## config.mk

```make
export PLATFORM = sky130hd
export DESIGN_NAME = line_rasterizer_fixed_dda
export DESIGN_NICKNAME = d
export VERILOG_FILES = /design/src/sv/lrfd_pkg.sv /design/src/sv/line_rasterizer_fixed_dda.sv
export SDC_FILE = /design/constraint.sdc
export NUM_CORES = 1
export LEC_CHECK = 0
export BUFFER_PORTS_ARGS = -buffer_cell sky130_fd_sc_hd__buf_2
export CELL_PAD_IN_SITES_DETAIL_PLACEMENT = 0
export CELL_PAD_IN_SITES_GLOBAL_PLACEMENT = 2
export CORE_MARGIN = 3
export CORE_UTILIZATION = 42
export DETAILED_ROUTE_END_ITERATION = 6
export GPL_TIMING_DRIVEN = 0
export HOLD_SLACK_MARGIN = 0.1
export PLACE_DENSITY_LB_ADDON = 0.1
export SYNTH_ARGS = -nofsm -noshare
export SYNTH_HDL_FRONTEND = slang
export SYNTH_SLANG_ARGS = --single-unit
export TNS_END_PERCENT = 100
```

## constraint.sdc

```tcl
create_clock -name clk -period 5.9 [get_ports clk]
set_clock_uncertainty 0.2 [all_clocks]
set_input_delay 0.295 -clock clk [delete_from_list [all_inputs] [get_ports clk]]
set_output_delay 0.295 -clock clk [all_outputs]
set_load 0.01 [all_outputs]
```

## src/sv/lrfd_pkg.sv

```systemverilog
`timescale 1ns / 1ps

package lrfd_pkg;

    localparam int COORD_BITS = 12;
    localparam int FRAC_BITS  = 16;
    localparam int ACC_BITS   = 32;
    localparam int COLOR_BITS = 16;
    localparam int CFG_BITS   = 12;
    localparam int SPAN_BITS  = COORD_BITS + 1;

    localparam int DIV_STEPS  = FRAC_BITS + 1;
    localparam int STEP_BITS  = $clog2(DIV_STEPS);

    localparam logic [CFG_BITS-1:0] FRAME_WIDTH_RESET  = CFG_BITS'(640);
    localparam logic [CFG_BITS-1:0] FRAME_HEIGHT_RESET = CFG_BITS'(480);

    localparam logic [ACC_BITS-1:0] ACC_HALF = ACC_BITS'(1) << (FRAC_BITS - 1);

    typedef enum logic
    {
        REG_FRAME_WIDTH  = 1'b0,
        REG_FRAME_HEIGHT = 1'b1
    } reg_index_t;

    typedef enum logic
    {
        OP_START   = 1'b0,
        OP_ADVANCE = 1'b1
    } operation_t;

    typedef enum logic
    {
        ST_IDLE   = 1'b0,
        ST_DIVIDE = 1'b1
    } state_t;

    typedef struct packed
    {
        logic                         operation;
        logic signed [COORD_BITS-1:0] start_x;
        logic signed [COORD_BITS-1:0] start_y;
        logic signed [COORD_BITS-1:0] end_x;
        logic signed [COORD_BITS-1:0] end_y;
        logic        [COLOR_BITS-1:0] line_color;
    } in_item_t;

    typedef struct packed
    {
        logic signed [COORD_BITS-1:0] pixel_x;
        logic signed [COORD_BITS-1:0] pixel_y;
        logic                         visible;
        logic        [COLOR_BITS-1:0] pixel_color;
        logic                         last;
    } out_item_t;

endpackage

```

## src/sv/line_rasterizer_fixed_dda.sv

```systemverilog
`timescale 1ns / 1ps

// Fixed-point DDA line rasteriser. A start transaction latches two endpoints and a colour and
// produces no pixel; the block then works out the 16.16 slope with a restore-and-shift divider
// that yields one quotient bit per cycle, so in_ready stays low while it divides. Each advance
// transaction taken while a line is active yields one pixel transaction carrying its coordinates,
// the clip result against frame_width and frame_height, the colour and a last flag at the end
// point; an advance with no line active yields nothing. Advance transactions are taken one per
// cycle while the output register is empty or being drained. The user writes the frame size
// through cfg_we, cfg_index and cfg_data only while the block is idle, which it does not enforce.
module line_rasterizer_fixed_dda
(
    input  logic                               clk,
    input  logic                               rst_n,
    input  logic                               cfg_we,
    input  logic                               cfg_index,
    input  logic [lrfd_pkg::CFG_BITS-1:0]      cfg_data,
    input  logic                               in_valid,
    output logic                               in_ready,
    input  lrfd_pkg::in_item_t                 in_data,
    output logic                               out_valid,
    input  logic                               out_ready,
    output lrfd_pkg::out_item_t                out_data
);
    import lrfd_pkg::*;

    state_t                        state_reg, state_next;
    logic [CFG_BITS-1:0]           frame_width_reg, frame_height_reg;
    logic                          active_reg, active_next;
    logic                          major_is_y_reg, major_is_y_next;
    logic                          step_down_reg, step_down_next;
    logic                          minor_neg_reg, minor_neg_next;
    logic                          div_zero_reg, div_zero_next;
    logic signed [COORD_BITS-1:0]  major_pos_reg, major_pos_next;
    logic signed [COORD_BITS-1:0]  major_end_reg, major_end_next;
    logic [ACC_BITS-1:0]           minor_accum_reg, minor_accum_next;
    logic [ACC_BITS-1:0]           slope_reg, slope_next;
    logic [COLOR_BITS-1:0]         held_color_reg, held_color_next;
    logic [SPAN_BITS-1:0]          div_rem_reg, div_rem_next;
    logic [COORD_BITS-1:0]         div_maj_reg, div_maj_next;
    logic [FRAC_BITS-1:0]          quot_reg, quot_next;
    logic [STEP_BITS-1:0]          step_reg, step_next;
    logic                          out_valid_reg, out_valid_next;
    out_item_t                     out_data_reg, out_data_next;

    logic                          in_fire, start_fire, adv_fire, div_done;
    logic signed [SPAN_BITS-1:0]   dx, dy;
    logic [COORD_BITS-1:0]         adx, ady;
    logic                          pick_y;
    logic [SPAN_BITS:0]            trial;
    logic                          fits;
    logic [FRAC_BITS:0]            quot_final;
    logic [ACC_BITS-1:0]           quot_wide;
    logic signed [COORD_BITS-1:0]  minor_coord, px, py, minor_start;
    logic                          is_last, px_in, py_in;

    // Operand preparation for a start transaction.
    always_comb
    begin
        dx     = SPAN_BITS'(in_data.end_x) - SPAN_BITS'(in_data.start_x);
        dy     = SPAN_BITS'(in_data.end_y) - SPAN_BITS'(in_data.start_y);
        adx    = dx[SPAN_BITS-1] ? COORD_BITS'(-dx) : COORD_BITS'(dx);
        ady    = dy[SPAN_BITS-1] ? COORD_BITS'(-dy) : COORD_BITS'(dy);
        pick_y = ady > adx;
        minor_start = pick_y ? in_data.start_x : in_data.start_y;
    end

    // One divider step: trial subtract, keep or restore, shift.
    always_comb
    begin
        trial      = {1'b0, div_rem_reg} - {2'b00, div_maj_reg};
        fits       = !trial[SPAN_BITS];
        quot_final = {quot_reg, fits};
        quot_wide  = ACC_BITS'(quot_final);
    end

    // Pixel generation from the current line state.
    always_comb
    begin
        minor_coord = minor_accum_reg[FRAC_BITS +: COORD_BITS];
        px      = major_is_y_reg ? minor_coord : major_pos_reg;
        py      = major_is_y_reg ? major_pos_reg : minor_coord;
        is_last = major_pos_reg == major_end_reg;
        px_in   = !px[COORD_BITS-1] && (CFG_BITS'(px) < frame_width_reg);
        py_in   = !py[COORD_BITS-1] && (CFG_BITS'(py) < frame_height_reg);
    end

    always_comb
    begin
        in_ready   = (state_reg == ST_IDLE) && (!out_valid_reg || out_ready);
        in_fire    = in_valid && in_ready;
        start_fire = in_fire && (in_data.operation == OP_START);
        adv_fire   = in_fire && (in_data.operation == OP_ADVANCE) && active_reg;
        div_done   = (state_reg == ST_DIVIDE) && (step_reg == STEP_BITS'(DIV_STEPS - 1));
        out_valid  = out_valid_reg;
        out_data   = out_data_reg;
    end

    always_comb
    begin
        state_next = state_reg;
        case (state_reg)
            ST_IDLE:
            begin
                if (start_fire)
                begin
                    state_next = ST_DIVIDE;
                end
            end
            ST_DIVIDE:
            begin
                if (div_done)
                begin
                    state_next = ST_IDLE;
                end
            end
            default:
            begin
                state_next = ST_IDLE;
            end
        endcase
    end

    always_comb
    begin
        active_next      = active_reg;
        major_is_y_next  = major_is_y_reg;
        step_down_next   = step_down_reg;
        minor_neg_next   = minor_neg_reg;
        div_zero_next    = div_zero_reg;
        major_pos_next   = major_pos_reg;
        major_end_next   = major_end_reg;
        minor_accum_next = minor_accum_reg;
        slope_next       = slope_reg;
        held_color_next  = held_color_reg;
        div_rem_next     = div_rem_reg;
        div_maj_next     = div_maj_reg;
        quot_next        = quot_reg;
        step_next        = step_reg;
        out_valid_next   = out_valid_reg && !out_ready;
        out_data_next    = out_data_reg;

        if (start_fire)
        begin
            active_next      = 1'b1;
            major_is_y_next  = pick_y;
            step_down_next   = pick_y ? dy[SPAN_BITS-1] : dx[SPAN_BITS-1];
            minor_neg_next   = pick_y ? dx[SPAN_BITS-1] : dy[SPAN_BITS-1];
            div_zero_next    = (pick_y ? ady : adx) == '0;
            major_pos_next   = pick_y ? in_data.start_y : in_data.start_x;
            major_end_next   = pick_y ? in_data.end_y : in_data.end_x;
            minor_accum_next = ACC_HALF + (ACC_BITS'(minor_start) << FRAC_BITS);
            held_color_next  = in_data.line_color;
            div_rem_next     = SPAN_BITS'(pick_y ? adx : ady);
            div_maj_next     = pick_y ? ady : adx;
            quot_next        = '0;
            step_next        = '0;
        end

        if (state_reg == ST_DIVIDE)
        begin
            div_rem_next = {(fits ? trial[COORD_BITS-1:0] : div_rem_reg[COORD_BITS-1:0]), 1'b0};
            quot_next    = quot_final[FRAC_BITS-1:0];
            step_next    = step_reg + STEP_BITS'(1);
            if (div_done)
            begin
                if (div_zero_reg)
                begin
                    slope_next = '0;
                end
                else
                begin
                    slope_next = minor_neg_reg ? (~quot_wide + ACC_BITS'(1)) : quot_wide;
                end
            end
        end

        if (adv_fire)
        begin
            out_valid_next            = 1'b1;
            out_data_next.pixel_x     = px;
            out_data_next.pixel_y     = py;
            out_data_next.visible     = px_in && py_in;
            out_data_next.pixel_color = held_color_reg;
            out_data_next.last        = is_last;
            if (is_last)
            begin
                active_next = 1'b0;
            end
            else
            begin
                major_pos_next   = step_down_reg ? major_pos_reg - COORD_BITS'(1)
                                                 : major_pos_reg + COORD_BITS'(1);
                minor_accum_next = minor_accum_reg + slope_reg;
            end
        end
    end

    always_ff @(posedge clk or negedge rst_n)
    begin
        if (!rst_n)
        begin
            state_reg        <= ST_IDLE;
            frame_width_reg  <= FRAME_WIDTH_RESET;
            frame_height_reg <= FRAME_HEIGHT_RESET;
            active_reg       <= 1'b0;
            out_valid_reg    <= 1'b0;
            step_reg         <= '0;
        end
        else
        begin
            state_reg     <= state_next;
            active_reg    <= active_next;
            out_valid_reg <= out_valid_next;
            step_reg      <= step_next;
            if (cfg_we && (cfg_index == REG_FRAME_WIDTH))
            begin
                frame_width_reg <= cfg_data;
            end
            if (cfg_we && (cfg_index == REG_FRAME_HEIGHT))
            begin
                frame_height_reg <= cfg_data;
            end
        end
    end

    always_ff @(posedge clk)
    begin
        major_is_y_reg  <= major_is_y_next;
        step_down_reg   <= step_down_next;
        minor_neg_reg   <= minor_neg_next;
        div_zero_reg    <= div_zero_next;
        major_pos_reg   <= major_pos_next;
        major_end_reg   <= major_end_next;
        minor_accum_reg <= minor_accum_next;
        slope_reg       <= slope_next;
        held_color_reg  <= held_color_next;
        div_rem_reg     <= div_rem_next;
        div_maj_reg     <= div_maj_next;
        quot_reg        <= quot_next;
        out_data_reg    <= out_data_next;
    end

endmodule
```

[After elaboration in Yosys (flattened, before gate mapping)]
Index checks and enable logic that the tools add are counted.
Cells by class
  add/subtract/negate cells: 11
  reductions and logical operators: 22
  magnitude comparators: 3
  multiply operators: 0
  mux-type cells: 33
  bitwise operators: 5
  equal/unequal tests: 2
  divide/modulo/power cells: 0
  shift-type cells: 0
Operator list (count)
  $mux 12: 14
  $mux 32: 3
  $add 32x1->32 const B: 1
  $add 32x32->32: 1
  $mux 16: 2
  $not 17->32: 1
  $add 17x28->29 const A: 1
  $mux 13: 2
  $sub 12x12->13: 2
  $lt 12x12->1: 2
  $neg 12->12: 2
  $mux 17: 1
  $sub 13x12->14: 1
  $add 12x2->12 const B: 1
  $eq 12x12->1: 1
  $gt 12x12->1: 1
  $logic_and 1x1->1: 12
  $logic_not 12->1: 1
  $sub 12x2->12 const B: 1
  $mux 5: 2
  $mux 1: 8
  $add 5x1->5 const B: 1
  $eq 5x5->1 const B: 1
  $logic_not 1->1: 5
  6 further kinds: 9
Storage, ports and cells
  output and inout port bits: 44
  register bits after elaboration: 223
  memories: 0
  memory bits (writable): 0
  bits in read-only memories: 0
  input port bits: 83
  bits in latches: 0
  word-level logic and storage cells: 101

[Longest topological paths before layout]
Gate-level depths: netlist of the first run.
  depth in word-level cells: 9
  depth in mapped cells: 26
  depth with buffers taken out: 23

[Worst setup path after synthesis of the first run]
No wires, ideal clock.
  kind: input-to-reg
  start: input port in_data[28] (netlist name)
  end: register minor_neg_reg (data pin)
  path buffers: 3
  setup time: 0.272 ns
  arrival: 4.413 ns
  slack: 1.015 ns
  stages on the path: 26
  cell sequence: inv_1 ha_1 fa_1 nor2b_1 o21ai_1 a41oi_1 o21ba_2 clkbuf_1 nor2_1 xor2_1 inv_1 ha_1 a21o_1 a21o_1 a21oi_1 o21bai_1 a21o_1 a21o_1 a32oi_1 a211oi_2 o22ai_4 inv_2 buf_6 buf_4 nor2_1 a21oi_1
Between the ends
  word-level cells in the longest chain between the ends: 5
Ends and longest elaborated chain
  start, declared: RTL line line_rasterizer_fixed_dda.sv:20  | input lrfd_pkg::in_item_t in_data,
  $sub 12x12->13 (*): RTL line line_rasterizer_fixed_dda.sv:60  | dx = SPAN_BITS'(in_data.end_x) - SPAN_BITS'(in_data.start_x);
  $neg 12->12: RTL line line_rasterizer_fixed_dda.sv:62  | adx = dx[SPAN_BITS-1] ? COORD_BITS'(-dx) : COORD_BITS'(dx);
  $mux 12: RTL line line_rasterizer_fixed_dda.sv:62
  $gt 12x12->1: RTL line line_rasterizer_fixed_dda.sv:64  | pick_y = ady > adx;
  $mux 1 (*): RTL line line_rasterizer_fixed_dda.sv:148  | minor_neg_next = pick_y ? dx[SPAN_BITS-1] : dy[SPAN_BITS-1];
  end signal, assigned: RTL line line_rasterizer_fixed_dda.sv:231  | minor_neg_reg <= minor_neg_next;
  end, declared: RTL line line_rasterizer_fixed_dda.sv:32  | logic minor_neg_reg, minor_neg_next;
Every way passes the cells marked *; elsewhere a longest branch is shown, timed or not.
A chain may end at the register's enable or synchronous reset.

[Final worst setup path of the first run]
  start: input port in_data[41] (netlist name)
  end: register major_end_reg[0] (data pin)
Between the ends
  word-level cells in the longest chain between the ends: 5
Ends and longest elaborated chain
  $sub 12x12->13 (*): RTL line line_rasterizer_fixed_dda.sv:61  | dy = SPAN_BITS'(in_data.end_y) - SPAN_BITS'(in_data.start_y);
  $neg 12->12: RTL line line_rasterizer_fixed_dda.sv:63  | ady = dy[SPAN_BITS-1] ? COORD_BITS'(-dy) : COORD_BITS'(dy);
  $mux 12 (*): RTL line line_rasterizer_fixed_dda.sv:63
  $gt 12x12->1 (*): RTL line line_rasterizer_fixed_dda.sv:64
  $mux 12 (*): RTL line line_rasterizer_fixed_dda.sv:151  | major_end_next = pick_y ? in_data.end_y : in_data.end_x;
  end signal, assigned: RTL line line_rasterizer_fixed_dda.sv:234  | major_end_reg <= major_end_next;
  end, declared: RTL line line_rasterizer_fixed_dda.sv:35  | logic signed [COORD_BITS-1:0] major_end_reg, major_end_next;
Marks and branches as above.

==> results of run 1 <==
placed cells by master, fill, tap and decap left out, drive strengths merged, types with 40 or more instances in the layout:
cell type,n
a21oi,75
nand2,136
o21ai,97
clkbuf,58
nand3,49
edfxtp,142
inv,118
ha,111
xnor2,41
dfxtp,41
xor2,52
buf,148
dlygate4sd3,87
nor2,104
mux2,40
power groups by stage:
stage / logic (mW) / registers (mW) / clock network (mW)
floorplan: 2.68 / 2.36 / 0
global placement: 3.63 / 2.47 / 0
detailed placement: 3.67 / 2.47 / 0
CTS: 3.74 / 2.44 / 1.64
global route: 4.20 / 2.50 / 1.70
finish: 3.76 / 2.45 / 1.60
worst max-delay path: cells and delay by family:
family,cells,cell delay (ns)
XOR/XNOR,1,0.18
adder cells (fa/ha/maj),2,0.90
AO/OA/AOI/OAI,9,1.98
buffers and inverters,5,1.30
AND/OR/NAND/NOR,5,0.87
stage by stage:
stage,util,cells
final,0.5266,2128
after global routing,0.5266,2128
after floorplan,-,1428
after CTS,0.5251,2127
after global placement,0.4690,1989
after detailed placement,0.4708,1992
area by class of cell:
class,instances,area share
Buffer,49,0.01264
Clock buffer,26,0.03866
Clock inverter,22,0.01227
Inverter,114,0.02543
Multi-Input combinational cell,1049,0.4351
Sequential cell,215,0.3502
Tap cell,435,0.03234
Timing Repair Buffer,218,0.09338
layer usage:
metal  vias to the layer above  GRT usage
li1                       5663          -
met1                      5270     0.3094
met2                       285     0.3757
met3                        61    0.02867
met4                         0    0.06426
met5                         -          0
what timing repair did:
item                       in CTS  in global routing
hold endpoints to repair      105                  0
pin swaps                       0                  1
hold buffers                   87                  0
setup endpoints to repair       1                 54
buffers inserted                0                  2
gates resized for setup         1                 12
worst min-delay path by stage:
| stage | from | to | slack (ns) | cells past startpoint |
|---|---|---|---|---|
| floorplan | rst_n | active_reg | -0.20 | 0 |
| global placement | held_color_reg[3] | out_data[4] | 0.20 | 0 |
| detailed placement | held_color_reg[10] | out_data[11] | 0.20 | 0 |
| CTS | in_data[40] | div_maj_reg[0] | 0.12 | 3 |
| global route | in_data[40] | div_maj_reg[0] | 0.16 | 3 |
| finish | in_data[40] | div_maj_reg[0] | 0.16 | 3 |
synth_stat cells (26+ instances only):
| cell | number |
|---|---|
| a21oi_1 | 75 |
| xor2_1 | 52 |
| mux2_2 | 39 |
| nand3_1 | 49 |
| nor2_1 | 104 |
| edfxtp_1 | 142 |
| dfxtp_1 | 41 |
| dfrtp_1 | 26 |
| clkbuf_1 | 33 |
| o21ai_0 | 96 |
| xnor2_1 | 40 |
| ha_1 | 111 |
| inv_1 | 113 |
| nand2_1 | 136 |
cell families (layout without fill, tap and decap cells):
| logic type | Yosys count | after routing | synth area share |
|---|---|---|---|
| buffers and inverters | 164 | 429 | 0.04628 |
| AO/OA/AOI/OAI | 352 | 352 | 0.1664 |
| multiplexers | 61 | 61 | 0.04809 |
| adder cells (fa/ha/maj) | 117 | 117 | 0.1085 |
| AND/OR/NAND/NOR | 426 | 426 | 0.1446 |
| flip-flops | 215 | 215 | 0.4266 |
| XOR/XNOR | 93 | 93 | 0.05951 |
==> report_table.html, run 1 <==
<table>
<tr><th>Metric</th><th>Value</th></tr>
<tr><th colspan="2">Run status</th></tr>
<tr><td>Run status</td><td>finished, final reports clean</td></tr>
<tr><th colspan="2">GRT</th></tr>
<tr><td>Total global routing overflow</td><td>0</td></tr>
<tr><td>Aggregate global-route resource usage</td><td>0.2256</td></tr>
<tr><td>Via count of the first global-routing pass</td><td>11220</td></tr>
<tr><td>Antenna violations before repair</td><td>0</td></tr>
<tr><td>First-pass GRT wire length</td><td>62800 um</td></tr>
<tr><td>Maximum number of pins on one net before global-route repair</td><td>42</td></tr>
<tr><th colspan="2">Synth</th></tr>
<tr><td>Syn_area_per_cell</td><td>9.674 sq um</td></tr>
<tr><td>Sequential cell area fraction in the yosys report</td><td>0.4266</td></tr>
<tr><td>Total nets after synthesis</td><td>1627</td></tr>
<tr><td>Number of flops mapped to enable cells by yosys</td><td>142</td></tr>
<tr><td>Dominant cells by area after synthesis</td><td>edfxtp_1 31%, ha_1 10%, dfxtp_1 5.9%</td></tr>
<tr><td>Share of the synthesized area in the top cell type</td><td>0.3087</td></tr>
<tr><td>Yosys warning count</td><td>0</td></tr>
<tr><td>Cell type with the highest aggregate area in the netlist</td><td>edfxtp_1</td></tr>
<tr><td>Count of state elements after synthesis</td><td>215</td></tr>
<tr><td>Most used DFF post-synth</td><td>edfxtp_1</td></tr>
<tr><td>Post-Syn Instances</td><td>1428</td></tr>
<tr><td>Netlist cell types</td><td>77</td></tr>
<tr><td>Share of flip-flops with an asynchronous set or reset after synthesis</td><td>0.1488</td></tr>
<tr><td>Cell area after synthesis</td><td>13810 sq um</td></tr>
<tr><th colspan="2">Floorplan</th></tr>
<tr><td>Overall die area</td><td>35100 sq um</td></tr>
<tr><td>I/O pins</td><td>127</td></tr>
<tr><td>Die Span X</td><td>187.4 um</td></tr>
<tr><td>CORE AREA</td><td>31960 sq um</td></tr>
<tr><td>Height of the chip</td><td>187.4 um</td></tr>
<tr><td>Site row count</td><td>65</td></tr>
<tr><td>Effective utilization at floorplan</td><td>0.4322</td></tr>
<tr><th colspan="2">Critical path</th></tr>
<tr><td>Largest stage delay, worst path</td><td>0.53 ns</td></tr>
<tr><td>Maximum fanout count along the critical path</td><td>10</td></tr>
<tr><td>Crit Reg-Reg Endpoint</td><td>slope_reg[16]</td></tr>
<tr><td>Cell breakdown of the critical path</td><td>dlygate4sd3_1 &gt; buf_2 &gt; fa_1 &gt; nand2b_1 &gt; a21oi_1 &gt; o31ai_1 &gt; a22oi_1 &gt; and2_1 &gt; nand3_1 &gt; o21ai_0 &gt; xnor2_1 &gt; ha_1 &gt; nand3_1 &gt; nor2_1 &gt; a21o_1 &gt; a32oi_1 &gt; a211oi_2 &gt; o22ai_4 &gt; inv_2 &gt; buf_6 &gt; buf_2 &gt; o21ai_0</td></tr>
<tr><td>Worst setup path end</td><td>major_end_reg[0]</td></tr>
<tr><td>Crit path capture type</td><td>register</td></tr>
<tr><td>Minimum setup slack among reg-to-reg paths</td><td>0.56 ns</td></tr>
<tr><td>Required time worst endpoint</td><td>5.96 ns</td></tr>
<tr><td>Startpoint of the most critical register-to-register path</td><td>div_rem_reg[1]</td></tr>
<tr><td>CP arrival</td><td>5.55 ns</td></tr>
<tr><td>Critical Path Start</td><td>in_data[41]</td></tr>
<tr><td>Worst reg-to-reg path cell count</td><td>17</td></tr>
<tr><td>Library cell contributing the largest single delay on the critical path</td><td>dlygate4sd3_1</td></tr>
<tr><td>Crit path launch type</td><td>primary input</td></tr>
<tr><td>Critical path type</td><td>in2reg</td></tr>
<tr><th colspan="2">Detailed routing</th></tr>
<tr><td>Number of detailed-route iterations in the first pass</td><td>5</td></tr>
<tr><td>Detail-routed net length per standard cell</td><td>18.93 um</td></tr>
<tr><td>Detailed route wirelength on metal3</td><td>1932 um</td></tr>
<tr><td>Number of routed nets with antenna violations</td><td>0</td></tr>
<tr><td>Top Layer Used</td><td>met4</td></tr>
<tr><td>Number of DRC markers in iteration 0</td><td>725</td></tr>
<tr><td>Via density</td><td>5.300</td></tr>
<tr><td>Post-route DRC violation count</td><td>0</td></tr>
<tr><td>Met2 wire len</td><td>18360 um</td></tr>
<tr><td>Wire length reported by the detailed router</td><td>40270 um</td></tr>
<tr><td>Post-Route M1 WL</td><td>18720 um</td></tr>
<tr><td>Total number of vias</td><td>11280</td></tr>
<tr><th colspan="2">Cells and area</th></tr>
<tr><td>Fill cells</td><td>2940</td></tr>
<tr><td>Fraction of final layout cells with drive strength greater than 1</td><td>0.1553</td></tr>
<tr><td>Area taken by multi-input logic gates</td><td>7323 sq um</td></tr>
<tr><td>Final #Nets</td><td>1872</td></tr>
<tr><td>Flip-flop count of the largest register, all copies and words added</td><td>42</td></tr>
<tr><td>FF+latch area</td><td>5893 sq um</td></tr>
<tr><td>Cell area after layout</td><td>16830 sq um</td></tr>
<tr><td>Diodes inserted</td><td>0</td></tr>
<tr><td>Synth-to-Final Area Change</td><td>21.83%</td></tr>
<tr><th colspan="2">Job</th></tr>
<tr><td>Max Cap Viol</td><td>0</td></tr>
<tr><th colspan="2">Placement</th></tr>
<tr><td>Standard cell area after detailed placement</td><td>15050 sq um</td></tr>
<tr><td>Port buffer count</td><td>126</td></tr>
<tr><td>Pre-CTS setup slack</td><td>-0.5896 ns</td></tr>
<tr><td>Final GP Congestion</td><td>0.8562</td></tr>
<tr><td>DP HPWL</td><td>30990 um</td></tr>
<tr><th colspan="2">STA</th></tr>
<tr><td>FMAX</td><td>0.1819 GHz</td></tr>
<tr><td>Unrepaired setup endpoints after global routing</td><td>false</td></tr>
<tr><td>Min Tclk post-route</td><td>5.498 ns</td></tr>
<tr><td>Relative max-transition margin</td><td>0.1618</td></tr>
<tr><td>Setup TNS</td><td>0 ns</td></tr>
<tr><td>Final Worst Setup Slack</td><td>0.4022 ns</td></tr>
<tr><td>Final hold violation count</td><td>0</td></tr>
<tr><td>Worst hold slack</td><td>0.1583 ns</td></tr>
<tr><td>Final worst path period share</td><td>0.9318</td></tr>
<tr><td>Transition time of the tightest slew-check pin</td><td>1.254 ns</td></tr>
<tr><td>Final Slew Violations</td><td>0</td></tr>
<tr><td>Final setup violating endpoints</td><td>0</td></tr>
<tr><th colspan="2">Clock tree</th></tr>
<tr><td>Clock edge transition at the registers on the reported setup and hold paths</td><td>0.06 ns</td></tr>
<tr><td>TritonCTS clock tree</td><td>built</td></tr>
<tr><td>Clk_lat worst skew</td><td>0.54 ns</td></tr>
<tr><td>CTS Buf Count</td><td>26</td></tr>
<tr><td>Bufs on Longest Clock Path</td><td>3</td></tr>
<tr><td>Clock Root Buffer</td><td>clkbuf_16</td></tr>
<tr><td>H-tree levels</td><td>1</td></tr>
<tr><td>Sinks on Clock Net</td><td>215</td></tr>
<tr><th colspan="2">Power and ir drop</th></tr>
<tr><td>Leakage dissipation</td><td>7.168 nW</td></tr>
<tr><td>Sequential group share of total power</td><td>0.313</td></tr>
<tr><td>P per Cell Area</td><td>463.6 nW/um^2</td></tr>
<tr><td>Overall power</td><td>7.803 mW</td></tr>
<tr><td>Cell-internal power</td><td>4.568 mW</td></tr>
<tr><td>Clock network fraction of total power</td><td>0.205</td></tr>
<tr><td>Fraction of power spent switching nets</td><td>0.4146</td></tr>
<tr><td>Gate power share</td><td>0.482</td></tr>
<tr><td>Peak ir drop on the vdd network</td><td>0.2145 mV</td></tr>
<tr><td>Power spent charging and discharging nets</td><td>3.235 mW</td></tr>
<tr><th colspan="2">Hold path</th></tr>
<tr><td>Type of the most critical hold path</td><td>in2reg</td></tr>
</table>
(Power assumes the default switching activity.)
==> inputs of run 2 (changes only) <==
CORE_UTILIZATION = 35   (was 42)
clock period = 4.65 ns   (was 5.9 ns; I/O delays follow)
==> run 2 against run 1 <==
Core utilization fell by 6.3 points. Critical path depth rose by 5. Final area rose by 7.0%. Clock power rose by 30%. Wire length rose by 7.6%. Via count rose by 1.5%. Global-route usage fell by 2.2 points. Sequential power rose by 27%. First-iteration DRC count fell by 14%. Non-clock buffer count rose by 41. Highest routed layer unchanged.
==> report_table.html, run 2 (synthesis results as in run 1) <==
<table>
<tr><th>Metric</th><th>Value</th></tr>
<tr><th colspan="2">Run status</th></tr>
<tr><td>Run status</td><td>finished, final reports clean</td></tr>
<tr><th colspan="2">Clock tree</th></tr>
<tr><td>Clock edge transition at the registers on the reported setup and hold paths</td><td>0.06 ns (about the same)</td></tr>
<tr><td>Clock Root Buffer</td><td>clkbuf_16</td></tr>
<tr><td>Sinks on Clock Net</td><td>215 (unchanged)</td></tr>
<tr><td>H-tree levels</td><td>1 (unchanged)</td></tr>
<tr><td>Clk_lat worst skew</td><td>0.55 ns (about the same)</td></tr>
<tr><td>TritonCTS clock tree</td><td>built</td></tr>
<tr><td>CTS Buf Count</td><td>26 (unchanged)</td></tr>
<tr><td>Bufs on Longest Clock Path</td><td>3 (unchanged)</td></tr>
<tr><th colspan="2">GRT</th></tr>
<tr><td>Via count of the first global-routing pass</td><td>11470 (+2.2%)</td></tr>
<tr><td>Antenna violations before repair</td><td>0 (unchanged)</td></tr>
<tr><td>Met1 track demand over resource in global routing</td><td>0.2709 (-0.03847)</td></tr>
<tr><td>Maximum number of pins on one net before global-route repair</td><td>42 (unchanged)</td></tr>
<tr><td>Global routing met2 resource utilization</td><td>0.3525 (-0.02322)</td></tr>
<tr><td>Aggregate global-route resource usage</td><td>0.2031 (-0.02246)</td></tr>
<tr><td>Total global routing overflow</td><td>0 (unchanged)</td></tr>
<tr><td>Met3 Resource Use GR</td><td>0.02543 (-0.003248)</td></tr>
<tr><td>First-pass GRT wire length</td><td>66110 um (+5.3%)</td></tr>
<tr><td>Global-route layer with the greatest usage</td><td>met2</td></tr>
<tr><th colspan="2">Cells and area</th></tr>
<tr><td>Flip-flop count of the largest register, all copies and words added</td><td>42 (unchanged)</td></tr>
<tr><td>Most common library cell in the layout ignoring fill and taps</td><td>edfxtp_1</td></tr>
<tr><td>Final #Nets</td><td>1913 (+2.2%)</td></tr>
<tr><td>Core utilization of the finished layout</td><td>0.4637 (-0.06291)</td></tr>
<tr><td>Synth-to-Final Area Change</td><td>30.31%</td></tr>
<tr><td>Leading cell types in the layout, fill and taps excluded</td><td>142 x edfxtp_1, 135 x nand2_1, 131 x buf_2, 109 x inv_1, 101 x nor2_1</td></tr>
<tr><td>Diodes inserted</td><td>0 (unchanged)</td></tr>
<tr><td>Fraction of final layout cells with drive strength greater than 1</td><td>0.2128 (+0.05746)</td></tr>
<tr><th colspan="2">Hold path</th></tr>
<tr><td>Hold path depth</td><td>4 (+1)</td></tr>
<tr><td>Type of the most critical hold path</td><td>in2reg</td></tr>
<tr><th colspan="2">Power and ir drop</th></tr>
<tr><td>Overall power</td><td>10.52 mW (+35%)</td></tr>
<tr><td>Gate power share</td><td>0.507 (+0.025)</td></tr>
<tr><td>P per Cell Area</td><td>584.6 nW/um^2 (+26%)</td></tr>
<tr><td>Fraction of power spent switching nets</td><td>0.4016 (-0.01301)</td></tr>
<tr><td>Power spent charging and discharging nets</td><td>4.226 mW (+31%)</td></tr>
<tr><td>Peak ir drop on the vdd network</td><td>0.2382 mV (+11%)</td></tr>
<tr><td>Leakage dissipation</td><td>7.532 nW (+5.1%)</td></tr>
<tr><td>Sequential group share of total power</td><td>0.296 (-0.017)</td></tr>
<tr><td>Cell-internal power</td><td>6.298 mW (+38%)</td></tr>
<tr><td>Clock network fraction of total power</td><td>0.197 (-0.008)</td></tr>
<tr><th colspan="2">Floorplan</th></tr>
<tr><td>CORE AREA</td><td>38830 sq um (+21%)</td></tr>
<tr><td>Die Span X</td><td>204.7 um (+9.2%)</td></tr>
<tr><td>Height of the chip</td><td>204.7 um (+9.2%)</td></tr>
<tr><td>Effective utilization at floorplan</td><td>0.3558 (-0.07642)</td></tr>
<tr><td>Site row count</td><td>72 (+11%)</td></tr>
<tr><td>Overall die area</td><td>41890 sq um (+19%)</td></tr>
<tr><td>I/O pins</td><td>127 (unchanged)</td></tr>
<tr><th colspan="2">STA</th></tr>
<tr><td>Final Slew Violations</td><td>0 (unchanged)</td></tr>
<tr><td>Final Worst Setup Slack</td><td>0.06432 ns (-0.3379 ns)</td></tr>
<tr><td>Min Tclk post-route</td><td>4.586 ns</td></tr>
<tr><td>FMAX</td><td>0.2181 GHz</td></tr>
<tr><td>Transition time of the tightest slew-check pin</td><td>1.237 ns (-0.01679 ns)</td></tr>
<tr><td>Relative max-transition margin</td><td>0.1730 (+0.01122)</td></tr>
<tr><td>Worst hold slack</td><td>0.1317 ns (-0.02659 ns)</td></tr>
<tr><td>Final setup violating endpoints</td><td>0 (unchanged)</td></tr>
<tr><td>Final hold violation count</td><td>0 (unchanged)</td></tr>
<tr><td>Final worst path period share</td><td>0.9862</td></tr>
<tr><td>Setup TNS</td><td>0 ns (unchanged)</td></tr>
<tr><th colspan="2">Detailed routing</th></tr>
<tr><td>Via density</td><td>5.083 (-4.1%)</td></tr>
<tr><td>Detail-routed net length per standard cell</td><td>19.25 um (+1.7%)</td></tr>
<tr><td>Number of routed nets with antenna violations</td><td>0 (unchanged)</td></tr>
<tr><td>Total number of vias</td><td>11450 (+1.5%)</td></tr>
<tr><td>Number of DRC markers in iteration 0</td><td>627 (-14%)</td></tr>
<tr><td>Post-route DRC violation count</td><td>0 (unchanged)</td></tr>
<tr><td>Number of detailed-route iterations in the first pass</td><td>5 (unchanged)</td></tr>
<tr><td>Wire length reported by the detailed router</td><td>43350 um (+7.6%)</td></tr>
<tr><th colspan="2">Placement</th></tr>
<tr><td>DP HPWL</td><td>32990 um (+6.4%)</td></tr>
<tr><td>Final GP Congestion</td><td>0.8479 (-0.97%)</td></tr>
<tr><td>Port buffer count</td><td>126 (unchanged)</td></tr>
<tr><td>Pre-CTS setup slack</td><td>-1.224 ns (-0.6341 ns)</td></tr>
<tr><th colspan="2">Critical path</th></tr>
<tr><td>Library cell contributing the largest single delay on the critical path</td><td>or3_4</td></tr>
<tr><td>Critical Path Most Common Cell</td><td>a21o_1</td></tr>
<tr><td>CP arrival</td><td>4.73 ns (-0.82 ns)</td></tr>
<tr><td>Largest stage delay, worst path</td><td>0.39 ns (-0.14 ns)</td></tr>
<tr><td>Worst reg-to-reg path cell count</td><td>17 (unchanged)</td></tr>
<tr><td>Required time worst endpoint</td><td>4.79 ns (-1.17 ns)</td></tr>
<tr><td>Crit path launch type</td><td>primary input</td></tr>
<tr><td>Critical path type</td><td>in2reg</td></tr>
<tr><td>Crit path capture type</td><td>register</td></tr>
<tr><td>Maximum fanout count along the critical path</td><td>10 (unchanged)</td></tr>
<tr><td>Minimum setup slack among reg-to-reg paths</td><td>0.39 ns (-0.17 ns)</td></tr>
<tr><th colspan="2">Job</th></tr>
<tr><td>Max Cap Viol</td><td>0 (unchanged)</td></tr>
</table>
[run 2: changes by cell type in the layout (fill, tap and decap cells not counted), sizes merged]
cell         delta
dlygate4sd3     +8
clkbuf          +3
clkinv          -2
buf            +37
clkinvlp        -3
bufinv          +2
inv             -4
[run 2: critical path: cells and delay by family]
kind | cells | cell delay [ns]
fa+ha+maj | 2 | 0.41
simple gates | 3 | 0.75
xor+xnor | 1 | 0.12
compound gates | 12 | 2.04
buf+inv | 9 | 1.17
[run 2: path summary, 6_finish.rpt]
path / start / end
max: in_data[45] / major_end_reg[1]
min: in_data[40] / div_rem_reg[0]
max reg2reg: div_rem_reg[1] / slope_reg[14]
min reg2reg: held_color_reg[2] / out_data[3]
max in group asynchronous: rst_n / frame_width_reg[4]
min in group asynchronous: rst_n / active_reg
[run 2: repair_timing]
| item | CTS | global route |
|---|---|---|
| endpoints found under the setup margin | 75 | 70 |
| gates cloned | 0 | 1 |
| gates resized for setup | 51 | 95 |
| pin swaps | 8 | 31 |
| hold buffers | 94 | 1 |
| hold endpoints to repair | 105 | 1 |
| buffers inserted | 11 | 23 |
[run 2: layout make-up]
class | count | area (sq um)
Multi-Input combinational cell | 1049 | 7949
Tap cell | 518 | 648.1
Inverter | 114 | 430.4
Fill cell | 3808 | 20830
Clock inverter | 15 | 183.9
Buffer | 49 | 274.0
Clock buffer | 33 | 686.9
Sequential cell | 215 | 5893
Timing Repair Buffer | 259 | 1937
[run 2: power by group through the flow]
stage	combinational [mW]	clock, mW	sequential, mW
5_1_grt	5.92	2.22	3.17
3_3_place_gp	4.68	0	3.15
2_1_floorplan	3.41	0	3.00
3_5_place_dp	4.70	0	3.14
6_report	5.33	2.08	3.11
4_1_cts	4.95	2.13	3.11
[run 2: metrics by stage]
| step | instance area [sq um] | cells |
|---|---|---|
| 6_report | 18000 | 2252 |
| 3_5_place_dp | 15190 | 2075 |
| 5_1_grt | 18000 | 2252 |
| 4_1_cts | 17320 | 2228 |
| 3_3_place_gp | 15120 | 2072 |
| 2_1_floorplan | 13840 | 1428 |
[run 2: per-layer routing]
layer | vias up | routed length (um)
met5 | - | 0
met4 | 0 | 880
met3 | 55 | 1697
met2 | 223 | 21020
met1 | 5431 | 19750
li1 | 5738 | -
